**src/sv/ipa_pkg.sv**
```systemverilog
// Shared types, constants and the capacity helper function of the slot index pool allocator.
package ipa_pkg;

  // Pool sizing
  localparam int MAX_SLOTS  = 256;
  localparam int SLOT_LIMIT = 256;
  localparam int POOL_LIMIT = (MAX_SLOTS < SLOT_LIMIT) ? MAX_SLOTS : SLOT_LIMIT;
  localparam int IDX_W      = 8;
  localparam int CNT_W      = 9;
  localparam int STAT_W     = 2;
  localparam int FUNC_W     = 2;

  // Request kinds
  localparam logic [FUNC_W-1:0] FUNC_ALLOC = 2'd0;
  localparam logic [FUNC_W-1:0] FUNC_FREE  = 2'd1;
  localparam logic [FUNC_W-1:0] FUNC_RESET = 2'd2;

  // Result status codes
  localparam logic [STAT_W-1:0] STAT_OK       = 2'd0;
  localparam logic [STAT_W-1:0] STAT_EXHAUST  = 2'd1;
  localparam logic [STAT_W-1:0] STAT_REJECTED = 2'd2;

  // Capacity register reset value
  localparam logic [CNT_W-1:0] CAPACITY_RESET = 9'd256;

  // One result transaction
  typedef struct packed {
    logic [CNT_W-1:0]  active_slots;
    logic [CNT_W-1:0]  free_slots;
    logic [STAT_W-1:0] status;
    logic [IDX_W-1:0]  granted_index;
  } ipa_result_t;

  // Capacity register value saturated to the pool size.
  function automatic logic [CNT_W-1:0] eff_capacity(input logic [CNT_W-1:0] cap);
    logic [CNT_W-1:0] lim;
    lim = CNT_W'(POOL_LIMIT);
    return (cap > lim) ? lim : cap;
  endfunction

endpackage

```
**src/sv/ipa_ram.sv**
```systemverilog
// Generic single-write, single-read synchronous RAM with registered read data.
module ipa_ram #(
  parameter int WIDTH = 8,
  parameter int DEPTH = 256
) (
  input  logic                     clk,
  input  logic                     we,
  input  logic [$clog2(DEPTH)-1:0] waddr,
  input  logic [WIDTH-1:0]         wdata,
  input  logic                     re,
  input  logic [$clog2(DEPTH)-1:0] raddr,
  output logic [WIDTH-1:0]         rdata
);

  logic [WIDTH-1:0] mem [DEPTH];

  // Write port and registered read port; read data holds when no read is issued.
  always_ff @(posedge clk) begin
    if (we) begin
      mem[waddr] <= wdata;
    end
    if (re) begin
      rdata <= mem[raddr];
    end
  end

endmodule

```
**src/sv/ipa_core.sv**
```systemverilog
// Request sequencer of the allocator: free stack and active flag memories,
// read-modify-write of one request and the clearing pass after a pool reset.
module ipa_core (
  input  logic                        clk,
  input  logic                        rst_n,
  input  logic [ipa_pkg::CNT_W-1:0]   capacity,
  input  logic                        req_valid,
  input  logic [ipa_pkg::FUNC_W-1:0]  req_func,
  input  logic [ipa_pkg::IDX_W-1:0]   req_idx,
  output logic                        req_ready,
  input  logic                        res_room,
  output logic                        res_valid,
  output ipa_pkg::ipa_result_t        res
);

  localparam logic [1:0] ST_CLEAR = 2'd0;
  localparam logic [1:0] ST_IDLE  = 2'd1;
  localparam logic [1:0] ST_EXEC  = 2'd2;

  logic [1:0]                  state_r, state_nxt;
  logic [ipa_pkg::CNT_W-1:0]   clr_cnt_r, clr_cnt_nxt;
  logic [ipa_pkg::CNT_W-1:0]   cap_used_r, cap_used_nxt;
  logic [ipa_pkg::CNT_W-1:0]   free_top_r, free_top_nxt;
  logic [ipa_pkg::CNT_W-1:0]   active_total_r, active_total_nxt;
  logic [ipa_pkg::FUNC_W-1:0]  func_r;
  logic [ipa_pkg::IDX_W-1:0]   idx_r;

  logic                        accept;
  logic                        commit;
  logic                        stk_we, flg_we;
  logic [ipa_pkg::IDX_W-1:0]   stk_waddr, flg_waddr, stk_wdata, stk_raddr;
  logic                        flg_wdata;
  logic [ipa_pkg::IDX_W-1:0]   stk_rdata;
  logic                        flg_rdata;
  logic [ipa_pkg::CNT_W-1:0]   cap_new;
  logic [ipa_pkg::CNT_W-1:0]   clr_val;

  assign req_ready = (state_r == ST_IDLE);
  assign accept    = req_valid && req_ready;
  assign commit    = (state_r == ST_EXEC) && res_room;
  assign cap_new   = ipa_pkg::eff_capacity(capacity);
  assign clr_val   = cap_used_r - clr_cnt_r - ipa_pkg::CNT_W'(1);
  assign stk_raddr = ipa_pkg::IDX_W'(free_top_r - ipa_pkg::CNT_W'(1));

  // Free stack memory: one index per stack position.
  ipa_ram #(
    .WIDTH (ipa_pkg::IDX_W),
    .DEPTH (ipa_pkg::SLOT_LIMIT)
  ) u_stack_ram (
    .clk   (clk),
    .we    (stk_we),
    .waddr (stk_waddr),
    .wdata (stk_wdata),
    .re    (accept),
    .raddr (stk_raddr),
    .rdata (stk_rdata)
  );

  // Active flag memory: one bit per slot.
  ipa_ram #(
    .WIDTH (1),
    .DEPTH (ipa_pkg::SLOT_LIMIT)
  ) u_flag_ram (
    .clk   (clk),
    .we    (flg_we),
    .waddr (flg_waddr),
    .wdata (flg_wdata),
    .re    (accept),
    .raddr (req_idx),
    .rdata (flg_rdata)
  );

  // Request latch; the memories are read in the same cycle.
  always_ff @(posedge clk) begin
    if (accept) begin
      func_r <= req_func;
      idx_r  <= req_idx;
    end
  end

  // Next state, memory writes and the result of the request in flight.
  always_comb begin
    state_nxt        = state_r;
    clr_cnt_nxt      = clr_cnt_r;
    cap_used_nxt     = cap_used_r;
    free_top_nxt     = free_top_r;
    active_total_nxt = active_total_r;
    stk_we           = 1'b0;
    stk_waddr        = clr_cnt_r[ipa_pkg::IDX_W-1:0];
    stk_wdata        = clr_val[ipa_pkg::IDX_W-1:0];
    flg_we           = 1'b0;
    flg_waddr        = clr_cnt_r[ipa_pkg::IDX_W-1:0];
    flg_wdata        = 1'b0;
    res_valid        = 1'b0;
    res.granted_index = '0;
    res.status        = ipa_pkg::STAT_OK;

    unique case (state_r)
      ST_CLEAR: begin
        // Clearing pass: refill one stack position and clear one flag a cycle.
        if (clr_cnt_r == cap_used_r) begin
          state_nxt = ST_IDLE;
        end else begin
          stk_we      = 1'b1;
          flg_we      = 1'b1;
          clr_cnt_nxt = clr_cnt_r + ipa_pkg::CNT_W'(1);
        end
      end
      ST_IDLE: begin
        if (accept) begin
          state_nxt = ST_EXEC;
        end
      end
      ST_EXEC: begin
        if (commit) begin
          res_valid = 1'b1;
          state_nxt = ST_IDLE;
          unique case (func_r)
            ipa_pkg::FUNC_ALLOC: begin
              if (free_top_r == '0) begin
                res.status = ipa_pkg::STAT_EXHAUST;
              end else begin
                free_top_nxt      = free_top_r - ipa_pkg::CNT_W'(1);
                active_total_nxt  = active_total_r + ipa_pkg::CNT_W'(1);
                flg_we            = 1'b1;
                flg_waddr         = stk_rdata;
                flg_wdata         = 1'b1;
                res.granted_index = stk_rdata;
              end
            end
            ipa_pkg::FUNC_FREE: begin
              if (({1'b0, idx_r} >= cap_used_r) || !flg_rdata ||
                  (free_top_r >= cap_used_r)) begin
                res.status = ipa_pkg::STAT_REJECTED;
              end else begin
                flg_we           = 1'b1;
                flg_waddr        = idx_r;
                flg_wdata        = 1'b0;
                stk_we           = 1'b1;
                stk_waddr        = free_top_r[ipa_pkg::IDX_W-1:0];
                stk_wdata        = idx_r;
                free_top_nxt     = free_top_r + ipa_pkg::CNT_W'(1);
                active_total_nxt = active_total_r - ipa_pkg::CNT_W'(1);
              end
            end
            ipa_pkg::FUNC_RESET: begin
              cap_used_nxt     = cap_new;
              free_top_nxt     = cap_new;
              active_total_nxt = '0;
              clr_cnt_nxt      = '0;
              state_nxt        = ST_CLEAR;
            end
            default: begin
              // Unknown request kind: nothing changes.
            end
          endcase
        end
      end
      default: begin
        state_nxt = ST_CLEAR;
      end
    endcase

    res.free_slots   = free_top_nxt;
    res.active_slots = active_total_nxt;
  end

  // Control registers; hardware reset starts a clearing pass at full size.
  always_ff @(posedge clk) begin
    if (!rst_n) begin
      state_r        <= ST_CLEAR;
      clr_cnt_r      <= '0;
      cap_used_r     <= ipa_pkg::eff_capacity(ipa_pkg::CAPACITY_RESET);
      free_top_r     <= ipa_pkg::eff_capacity(ipa_pkg::CAPACITY_RESET);
      active_total_r <= '0;
    end else begin
      state_r        <= state_nxt;
      clr_cnt_r      <= clr_cnt_nxt;
      cap_used_r     <= cap_used_nxt;
      free_top_r     <= free_top_nxt;
      active_total_r <= active_total_nxt;
    end
  end

endmodule

```
**src/sv/index_pool_allocator_top.sv**
```systemverilog
// Top level of the slot index pool allocator: stream ports, capacity register, result register.
//
//  Channel | Direction | Handshake          | Payload
//  --------+-----------+--------------------+---------------------------------------------
//  cfg     | in        | cfg_valid/ready    | cfg_data: capacity
//  in      | in        | in_tvalid/tready   | tuser: func; tdata: slot_index
//  out     | out       | out_tvalid/tready  | tuser: status; tdata: granted, free, active
//
// A request is accepted when the sequencer is idle and the memories are read in that cycle;
// it is committed in the next cycle if the result register has room, else once it has room,
// and the result register takes its result on commit. No new request is accepted before
// the last one commits. A reset request (and hardware reset) is followed by a clearing pass,
// one entry a cycle, during which in_tready is low.
// While a result waits one more request can be accepted; its commit stalls until room.
module index_pool_allocator_top (
  input  logic        clk,
  input  logic        rst_n,
  // Configuration write channel
  input  logic        cfg_valid,
  output logic        cfg_ready,
  input  logic [8:0]  cfg_data,
  // Request channel
  input  logic        in_tvalid,
  output logic        in_tready,
  input  logic [7:0]  in_tdata,   // [7:0] slot_index
  input  logic [1:0]  in_tuser,   // [1:0] func
  // Result channel
  output logic        out_tvalid,
  input  logic        out_tready,
  output logic [31:0] out_tdata,  // [7:0] granted_index, [16:8] free_slots,
                                  // [25:17] active_slots, [31:26] zero
  output logic [1:0]  out_tuser   // [1:0] status
);

  logic [ipa_pkg::CNT_W-1:0] capacity_r;
  logic                      out_valid_r;
  ipa_pkg::ipa_result_t      out_res_r;
  logic                      res_valid;
  ipa_pkg::ipa_result_t      res;
  logic                      res_room;

  // Capacity register; takes effect at the next pool reset.
  assign cfg_ready = 1'b1;

  always_ff @(posedge clk) begin
    if (!rst_n) begin
      capacity_r <= ipa_pkg::CAPACITY_RESET;
    end else if (cfg_valid && cfg_ready) begin
      capacity_r <= cfg_data;
    end
  end

  // The result register has room when empty or being drained this cycle.
  assign res_room = !out_valid_r || out_tready;

  ipa_core u_core (
    .clk       (clk),
    .rst_n     (rst_n),
    .capacity  (capacity_r),
    .req_valid (in_tvalid),
    .req_func  (in_tuser),
    .req_idx   (in_tdata),
    .req_ready (in_tready),
    .res_room  (res_room),
    .res_valid (res_valid),
    .res       (res)
  );

  // Result register valid flag.
  always_ff @(posedge clk) begin
    if (!rst_n) begin
      out_valid_r <= 1'b0;
    end else if (res_valid) begin
      out_valid_r <= 1'b1;
    end else if (out_tready) begin
      out_valid_r <= 1'b0;
    end
  end

  // Result register payload.
  always_ff @(posedge clk) begin
    if (res_valid) begin
      out_res_r <= res;
    end
  end

  assign out_tvalid = out_valid_r;
  assign out_tuser  = out_res_r.status;
  assign out_tdata  = {6'd0, out_res_r.active_slots, out_res_r.free_slots,
                       out_res_r.granted_index};

endmodule
```
**config.mk**
```make
export PLATFORM = sky130hd
export DESIGN_NAME = index_pool_allocator_top
export DESIGN_NICKNAME = d
export VERILOG_FILES = /design/src/sv/ipa_pkg.sv /design/src/sv/ipa_ram.sv /design/src/sv/ipa_core.sv /design/src/sv/index_pool_allocator_top.sv
export SDC_FILE = /design/constraint.sdc
export NUM_CORES = 2
export LEC_CHECK = 0
export ABC_CLOCK_PERIOD_IN_PS = 20700
export BUFFER_PORTS_ARGS = -buffer_cell sky130_fd_sc_hd__buf_4
export CORE_ASPECT_RATIO = 1.5
export CORE_MARGIN = 8
export CORE_UTILIZATION = 45
export CTS_CLUSTER_DIAMETER = 30
export DETAILED_ROUTE_END_ITERATION = 12
export PLACE_DENSITY_LB_ADDON = 0.3
export SYNTH_ARGS = -nofsm -noshare
export SYNTH_HDL_FRONTEND = slang
export SYNTH_SLANG_ARGS = --single-unit
```
**constraint.sdc**
```tcl
create_clock -name clk -period 20.7 [get_ports clk]
set_clock_uncertainty 0.1 [all_clocks]
set_input_delay 1.035 -clock clk [delete_from_list [all_inputs] [get_ports clk]]
set_output_delay 1.035 -clock clk [all_outputs]
set_load 0.005 [all_outputs]
```
After elaboration in Yosys (flattened, before gate mapping)
Memory sizes are Yosys's and may differ from the RTL's. A register that Yosys moved wholly into a read port is not among the register bits.
Index checks and enable logic that the tools add are counted.
{"block": "word_totals", "ff_bits": 86, "mem_bits_rw": 2304, "input_bits": 24, "out_inout_bits": 37, "wordCells": 111, "mem_count": 2}
{"name": "u_core.u_stack_ram.mem", "words": 256, "width": 8, "read_ports": 1, "rd_ports_with_merged_regs": 1, "wr": 1, "line": "ipa_ram.sv:15", "rtl": "logic [WIDTH-1:0] mem [DEPTH];"}
{"name": "u_core.u_flag_ram.mem", "words": 256, "width": 1, "read_ports": 1, "rd_ports_with_merged_regs": 1, "wr": 1, "line": "ipa_ram.sv:15"}
{"block": "op_classes", "add_sub_neg": 7, "order_cmp": 3, "eq_ne": 10, "n_mux": 56, "n_bitwise": 3, "n_reduce_logical": 17}
{"op": "9-bit 2-to-1 mux", "n": 12}
{"op": "8-bit 2-to-1 mux", "n": 12}
{"op": "9-bit case mux with 3 select lines", "n": 2}
{"op": "9-bit by 1-bit adder with 9-bit output (second input constant)", "n": 3}
{"op": "1-bit 2-to-1 mux", "n": 19}
{"op": "9-bit case mux with 2 select lines", "n": 1}
{"op": "9-bit by 1-bit subtractor with 9-bit output (second input constant)", "n": 2}
{"op": "8-bit case mux with 2 select lines", "n": 1}
{"op": "9-bit == test", "n": 1}
{"op": "8-bit by 9-bit >= comparator with 1-bit output", "n": 1}
{"op": "9-bit >= comparator", "n": 1}
{"op": "9-bit > comparator (second input constant)", "n": 1}
{"op": "9-bit logical NOT", "n": 1}
{"op": "2-bit 2-to-1 mux", "n": 4}
{"op": "8-bit by 1-bit subtractor with 8-bit output (second input constant)", "n": 1}
{"op": "8-bit subtractor", "n": 1}
{"op": "2-bit inequality test (second input constant)", "n": 3}
{"op": "1-bit case mux with 2 select lines", "n": 3}
{"op": "2-bit case mux with 3 select lines", "n": 1}
{"op": "3-bit AND reduction", "n": 2}
{"op": "2-bit by 1-bit == test with 1-bit output (second input constant)", "n": 2}
{"op": "2-bit == test (second input constant)", "n": 2}
{"op": "2-bit logical NOT", "n": 2}
{"op": "2-bit by 1-bit inequality test with 1-bit output (second input constant)", "n": 2}
{"op": "other kinds (9)", "n": 16}

Longest topological paths before layout
{"block": "depth", "word_depth": 9, "depth_mapped": 18, "mapped_depth_nobuf": 12}

By module
From an unflattened synthesis, not the netlist that was laid out.
{"block": "unflattened", "hier_cells": 5130, "hier_area_um2": 96157.2}
{"mod": "ipa_ram (u_core.u_stack_ram)", "n_inst": 1, "cells_each": 3733, "area_per_inst_um2": 79636.4, "seq_area_each_um2": 61739.2}
{"mod": "ipa_ram (u_core.u_flag_ram)", "n_inst": 1, "cells_each": 788, "area_per_inst_um2": 11138.2, "seq_area_each_um2": 7717.4}
{"mod": "ipa_core", "n_inst": 1, "cells_each": 540, "area_per_inst_um2": 4108.9, "seq_area_each_um2": 1061.0}
{"mod": "index_pool_allocator_top", "n_inst": 1, "cells_each": 69, "area_per_inst_um2": 1273.7, "seq_area_each_um2": 1041.0}

Least setup slack after synthesis
OpenSTA, ideal clock, no wires.
{"block": "synth_path", "kind": "flip-flop to flip-flop", "startpoint": "register u_core.free_top_r[0] (netlist name)", "endpoint": "memory u_core.u_stack_ram.mem[0][4], data pin", "setup_ns": 2.187, "arrival_ns": 12.511, "t_required_ns": 18.413, "setup_slack_ns": 5.902, "path_stages_with_launch": 16, "n_path_buf": 7, "period_less_slack_ns": 14.798, "path_cell_list": "dfxtp_1 -> buf_2 -> buf_2 -> buf_2 -> buf_2 -> inv_1 -> ha_1 -> nand2b_1 -> a211oi_1 -> o21ai_1 -> a211o_1 -> nor3_4 -> buf_6 -> buf_6 -> buf_2 -> o21ai_0"}
{"block": "synth_between", "elab_chain_cells": 6}
{"element": "from (decl)", "line": "ipa_core.sv:23", "rtl": "logic [ipa_pkg::CNT_W-1:0] free_top_r, free_top_nxt;"}
{"element": "from (signal assigned)", "line": "ipa_core.sv:174", "rtl": "free_top_r <= ipa_pkg::eff_capacity(ipa_pkg::CAPACITY_RESET);"}
{"element": "from (signal assigned)", "line": "ipa_core.sv:180", "rtl": "free_top_r <= free_top_nxt;"}
{"element": "9-bit >= comparator", "line": "ipa_core.sv:133", "rtl": "(free_top_r >= cap_used_r)) begin"}
{"element": "1-bit logical OR", "line": "ipa_core.sv:132", "rtl": "if (({1'b0, idx_r} >= cap_used_r) || !flg_rdata ||"}
{"element": "8-bit 2-to-1 mux", "line": "ipa_core.sv:132"}
{"element": "8-bit 2-to-1 mux", "line": "ipa_core.sv:118", "rtl": "unique case (func_r)"}
{"element": "8-bit 2-to-1 mux", "line": "ipa_core.sv:115", "rtl": "if (commit) begin"}
{"element": "8-bit 2-to-1 mux", "line": "ipa_core.sv:98", "rtl": "unique case (state_r)"}
{"element": "named net u_core.stk_wdata (one bit)", "line": "ipa_core.sv:31", "rtl": "logic [ipa_pkg::IDX_W-1:0] stk_waddr, flg_waddr, stk_wdata, stk_raddr;"}
{"element": "to (decl)", "line": "ipa_ram.sv:15"}
The timed path passes the listed nets, and every way through them passes these cells.

Worst setup path in the final report
{"block": "layout_path", "startpoint": "register u_core.free_top_r[0] (netlist name)", "endpoint": "memory u_core.u_stack_ram.mem[1][0] (enable)"}
{"block": "layout_between", "elab_chain_cells": 8, "elab_cells_between_ends": 12, "cone_classes": "order compare: 1; mux: 10; reduce/logical: 1"}
{"element": "9-bit >= comparator", "line": "ipa_core.sv:133"}
{"element": "1-bit logical OR", "line": "ipa_core.sv:132"}
{"element": "1-bit 2-to-1 mux", "line": "ipa_core.sv:132"}
{"element": "1-bit 2-to-1 mux", "line": "ipa_core.sv:118"}
{"element": "1-bit 2-to-1 mux", "line": "ipa_core.sv:115"}
{"element": "1-bit case mux with 2 select lines", "line": "ipa_core.sv:98"}
{"element": "1-bit 2-to-1 mux", "line": "ipa_ram.sv:19", "rtl": "if (we) begin"}
{"element": "1-bit 2-to-1 mux (implied by the code)", "line": "ipa_ram.sv:20", "rtl": "mem[waddr] <= wdata;"}
Parallel ways exist; a longest one is shown, timed or not.

==> flow_summary.json <==
{
  "worst_pin_slew_ns": 1.44,
  "clk_pin_slew_ns": 0.06,
  "power.leakage_nw": 33.0,
  "fmax_mhz": 164,
  "grt.total_usage": 0.203,
  "setup_tns_ns": 0,
  "max-slew-margin-rel": 0.0401,
  "synth_cell_types": 84,
  "synth.area.top_cells": "edfxtp_1 73%, mux4_2 17%, nor2_1 1.7%",
  "synth_edf_count": 2351,
  "ir_drop_uv": 65.6,
  "root_buffer": "clkbuf_16",
  "core_sq_um": 213000,
  "dieArea_sq_um": 229000,
  "end_kind": "flip-flop",
  "drive_above_1_share": 0.297,
  "h-tree-depth": 5,
  "slowest_stage": "nand2_1",
  "p_int_w": 0.00863,
  "cts_resized": 0,
  "cts_hold_buf": 0,
  "postRouteAntennaNets": 0,
  "die_y_um": 583,
  "fin_crit_ns": 6.08,
  "cp-start-kind": "flip-flop",
  "ys_async_sr_fraction": 0,
  "start_util": 0.451,
  "syn_area_sq_um": 96300,
  "area_growth_pct": 15.1,
  "cts_max_path_buffers": 4,
  "grt_first_pass_wirelength_um": 347000,
  "critPathKind": "flip-flop to flip-flop",
  "rsz0062_at_grt": "no",
  "tritoncts": "done",
  "synth_top_area_share": 0.733,
  "wl_per_cell_um": 29.9,
  "syn_inst": 4681,
  "num_io_pins": 61,
  "yosys_warnings": 0,
  "finalSetupViolations": 0,
  "hold_viol": 0,
  "grt_pass1_vias": 49200,
  "power_switching_w": 0.00232,
  "hold_class": "input pin to flip-flop",
  "grt_max_degree": 214,
  "cts_made_buffers": 325,
  "clk_latency_ns": 0.84,
  "p_comb_frac": 0.012,
  "outcome": "completed",
  "synth_seq_area_share": 0.743,
  "powerDensity_nw_per_um2": 98.8,
  "cts.sinks": 2399,
  "sw_frac_of_total": 0.212,
  "critical_path.max_fanout": 36,
  "reg2regPathDepth": 10,
  "nNetsFinal": 4898,
  "crit_path_max_incr_delay_ns": 0.87,
  "grt_overflow": 0,
  "place_hpwl_um": 144000,
  "drt-initial-drc-count": 4724,
  "gp_congestion": 0.865,
  "worstPathArrival_ns": 6.44,
  "firstDrtPassIters": 8,
  "ys_ff_latch": 2399,
  "drc": 0,
  "ys.flop_type": "edfxtp_1",
  "final_max_slew_viol_count": 0,
  "whs_path_depth": 1,
  "vias_per_cell": 5.99,
  "wirelength_um": 238000,
  "path_buf_inv": 1,
  "whs_ns": 0.274,
  "synth_top_cell_by_area": "edfxtp_1",
  "seqPwrFrac": 0.484,
  "cap_violations": 0,
  "row_count": 208,
  "path_cells": "inv_1, ha_1, nand2b_1, a211oi_1, o21ai_1, a211oi_4, nand3_2, nand2_1, nand2b_2, nor2_1",
  "required_ns": 21.06,
  "postSynthAreaPerCell_sq_um": 20.6,
  "cpLargestDelayFamily": "simple AND/OR/NAND/NOR gates",
  "cp_num_cells": 10,
  "vias": 47600,
  "cts_setup_buffers": 0,
  "numPortBuffers": 53,
  "p_clk_frac": 0.504,
  "antenna_found_initial": 5,
  "die-width_um": 394,
  "period_share": 0.294
}
-- kinds of logic after synthesis --
| kind of cell | Yosys count | synth area share |
|---|---|---|
| fa+ha+maj | 30 | 0.00398 |
| xor+xnor | 21 | 0.00191 |
| compound gates | 256 | 0.0205 |
| flops | 2399 | 0.743 |
| simple gates | 878 | 0.0433 |
| mux | 745 | 0.171 |
| other cells | 2 | 0.0000780 |
| buf+inv | 350 | 0.0159 |
-- registers in the layout, summed over array words and instances, names as in the netlist --
signal / flops
u_core.clr_cnt_r: 9
u_core.u_flag_ram.mem: 256
u_core.cap_used_r: 9
u_core.active_total_r: 9
capacity_r: 9
u_core.free_top_r: 9
u_core.idx_r: 8
u_core.u_stack_ram.rdata: 8
u_core.u_stack_ram.mem: 2048
u_core.state_r: 2
u_core.func_r: 2
u_core.u_flag_ram.rdata: 1
out_tdata: 26
out_tvalid: 1
out_tuser: 2
-- power by group through the flow --
| stage | registers [W] | clock network [W] | logic [W] |
|---|---|---|---|
| after floorplan | 0.00542 | 0 | 0.0000665 |
| after detailed placement | 0.00541 | 0 | 0.000135 |
| after global placement | 0.00541 | 0 | 0.000131 |
| after CTS | 0.00531 | 0.00558 | 0.000135 |
| final | 0.00531 | 0.00551 | 0.000132 |
| after global routing | 0.00530 | 0.00577 | 0.000139 |
-- stage by stage --
stage                     power, W  std cells  area (sq um)  utilization  worst slack (ns)
after detailed placement   0.00554       7352        100000        0.469             14.57
after global placement     0.00554       7347         99900        0.468             14.06
after CTS                   0.0110       7939        111000        0.519             14.54
final                       0.0110       7940        111000        0.519             14.62
after global routing        0.0112       7940        111000        0.519             14.29
after floorplan            0.00549       4686         96300            -              5.90
-- Yosys cell counts (12+ instances only) --
master	instances
a21oi_1	41
a221oi_1	23
a22o_1	16
a22oi_1	48
and2_1	15
and3_1	18
buf_1	31
buf_2	102
clkbuf_1	161
dfxtp_1	48
edfxtp_1	2351
ha_1	29
inv_1	40
mux2i_1	20
mux4_2	721
nand2_1	102
nand3_1	18
nand4_1	27
nor2_1	425
nor2_2	21
nor2b_1	12
nor3_1	135
nor3_2	12
nor4_1	35
o21ai_0	28
o21ai_1	13
xnor2_1	13
-- routing by layer --
layer,GRT usage,part of all wire,wire length [um]
met1,0.240,0.36,85100
met2,0.373,0.54,128000
met3,0.0302,0.058,13800
met4,0.0844,0.045,10800
met5,0,0,0
-- cell usage in the layout, fill, tap and decap left out, types with 40 or more instances in the layout --
cell type     n
edfxtp_1   2351
mux4_2      721
nor2_1      423
clkbuf_16   332
nor3_1      135
buf_4       132
nand2_1      99
a22oi_1      48
dfxtp_1      47
inv_6        45
inv_1        40
a21oi_1      40
-- path summary, 6_finish.rpt --
check                                                         endpoint                        startpoint  slack, ns
worst max-delay path            u_core.u_stack_ram.mem[1][0]$_DFFE_PP_   u_core.free_top_r[0]$_SDFF_PN0_      14.62
worst min-delay path                        u_core.func_r[0]$_DFFE_PP_                       in_tuser[0]       0.27
worst max register to register  u_core.u_stack_ram.mem[1][0]$_DFFE_PP_   u_core.free_top_r[0]$_SDFF_PN0_      14.62
worst min register to register        u_core.clr_cnt_r[8]$_SDFFE_PN0P_  u_core.clr_cnt_r[8]$_SDFFE_PN0P_       0.45
-- area by class of cell --
class	count	area [sq um]
Clock inverter	229	2460
Clock buffer	358	8410
Tap cell	2835	3550
Inverter	41	159
Antenna cell	1	2.50
Sequential cell	2399	71600
Fill cell	16500	103000
Multi-Input combinational cell	1937	23600
Timing Repair Buffer	140	1150
(Power assumes the default switching activity.)
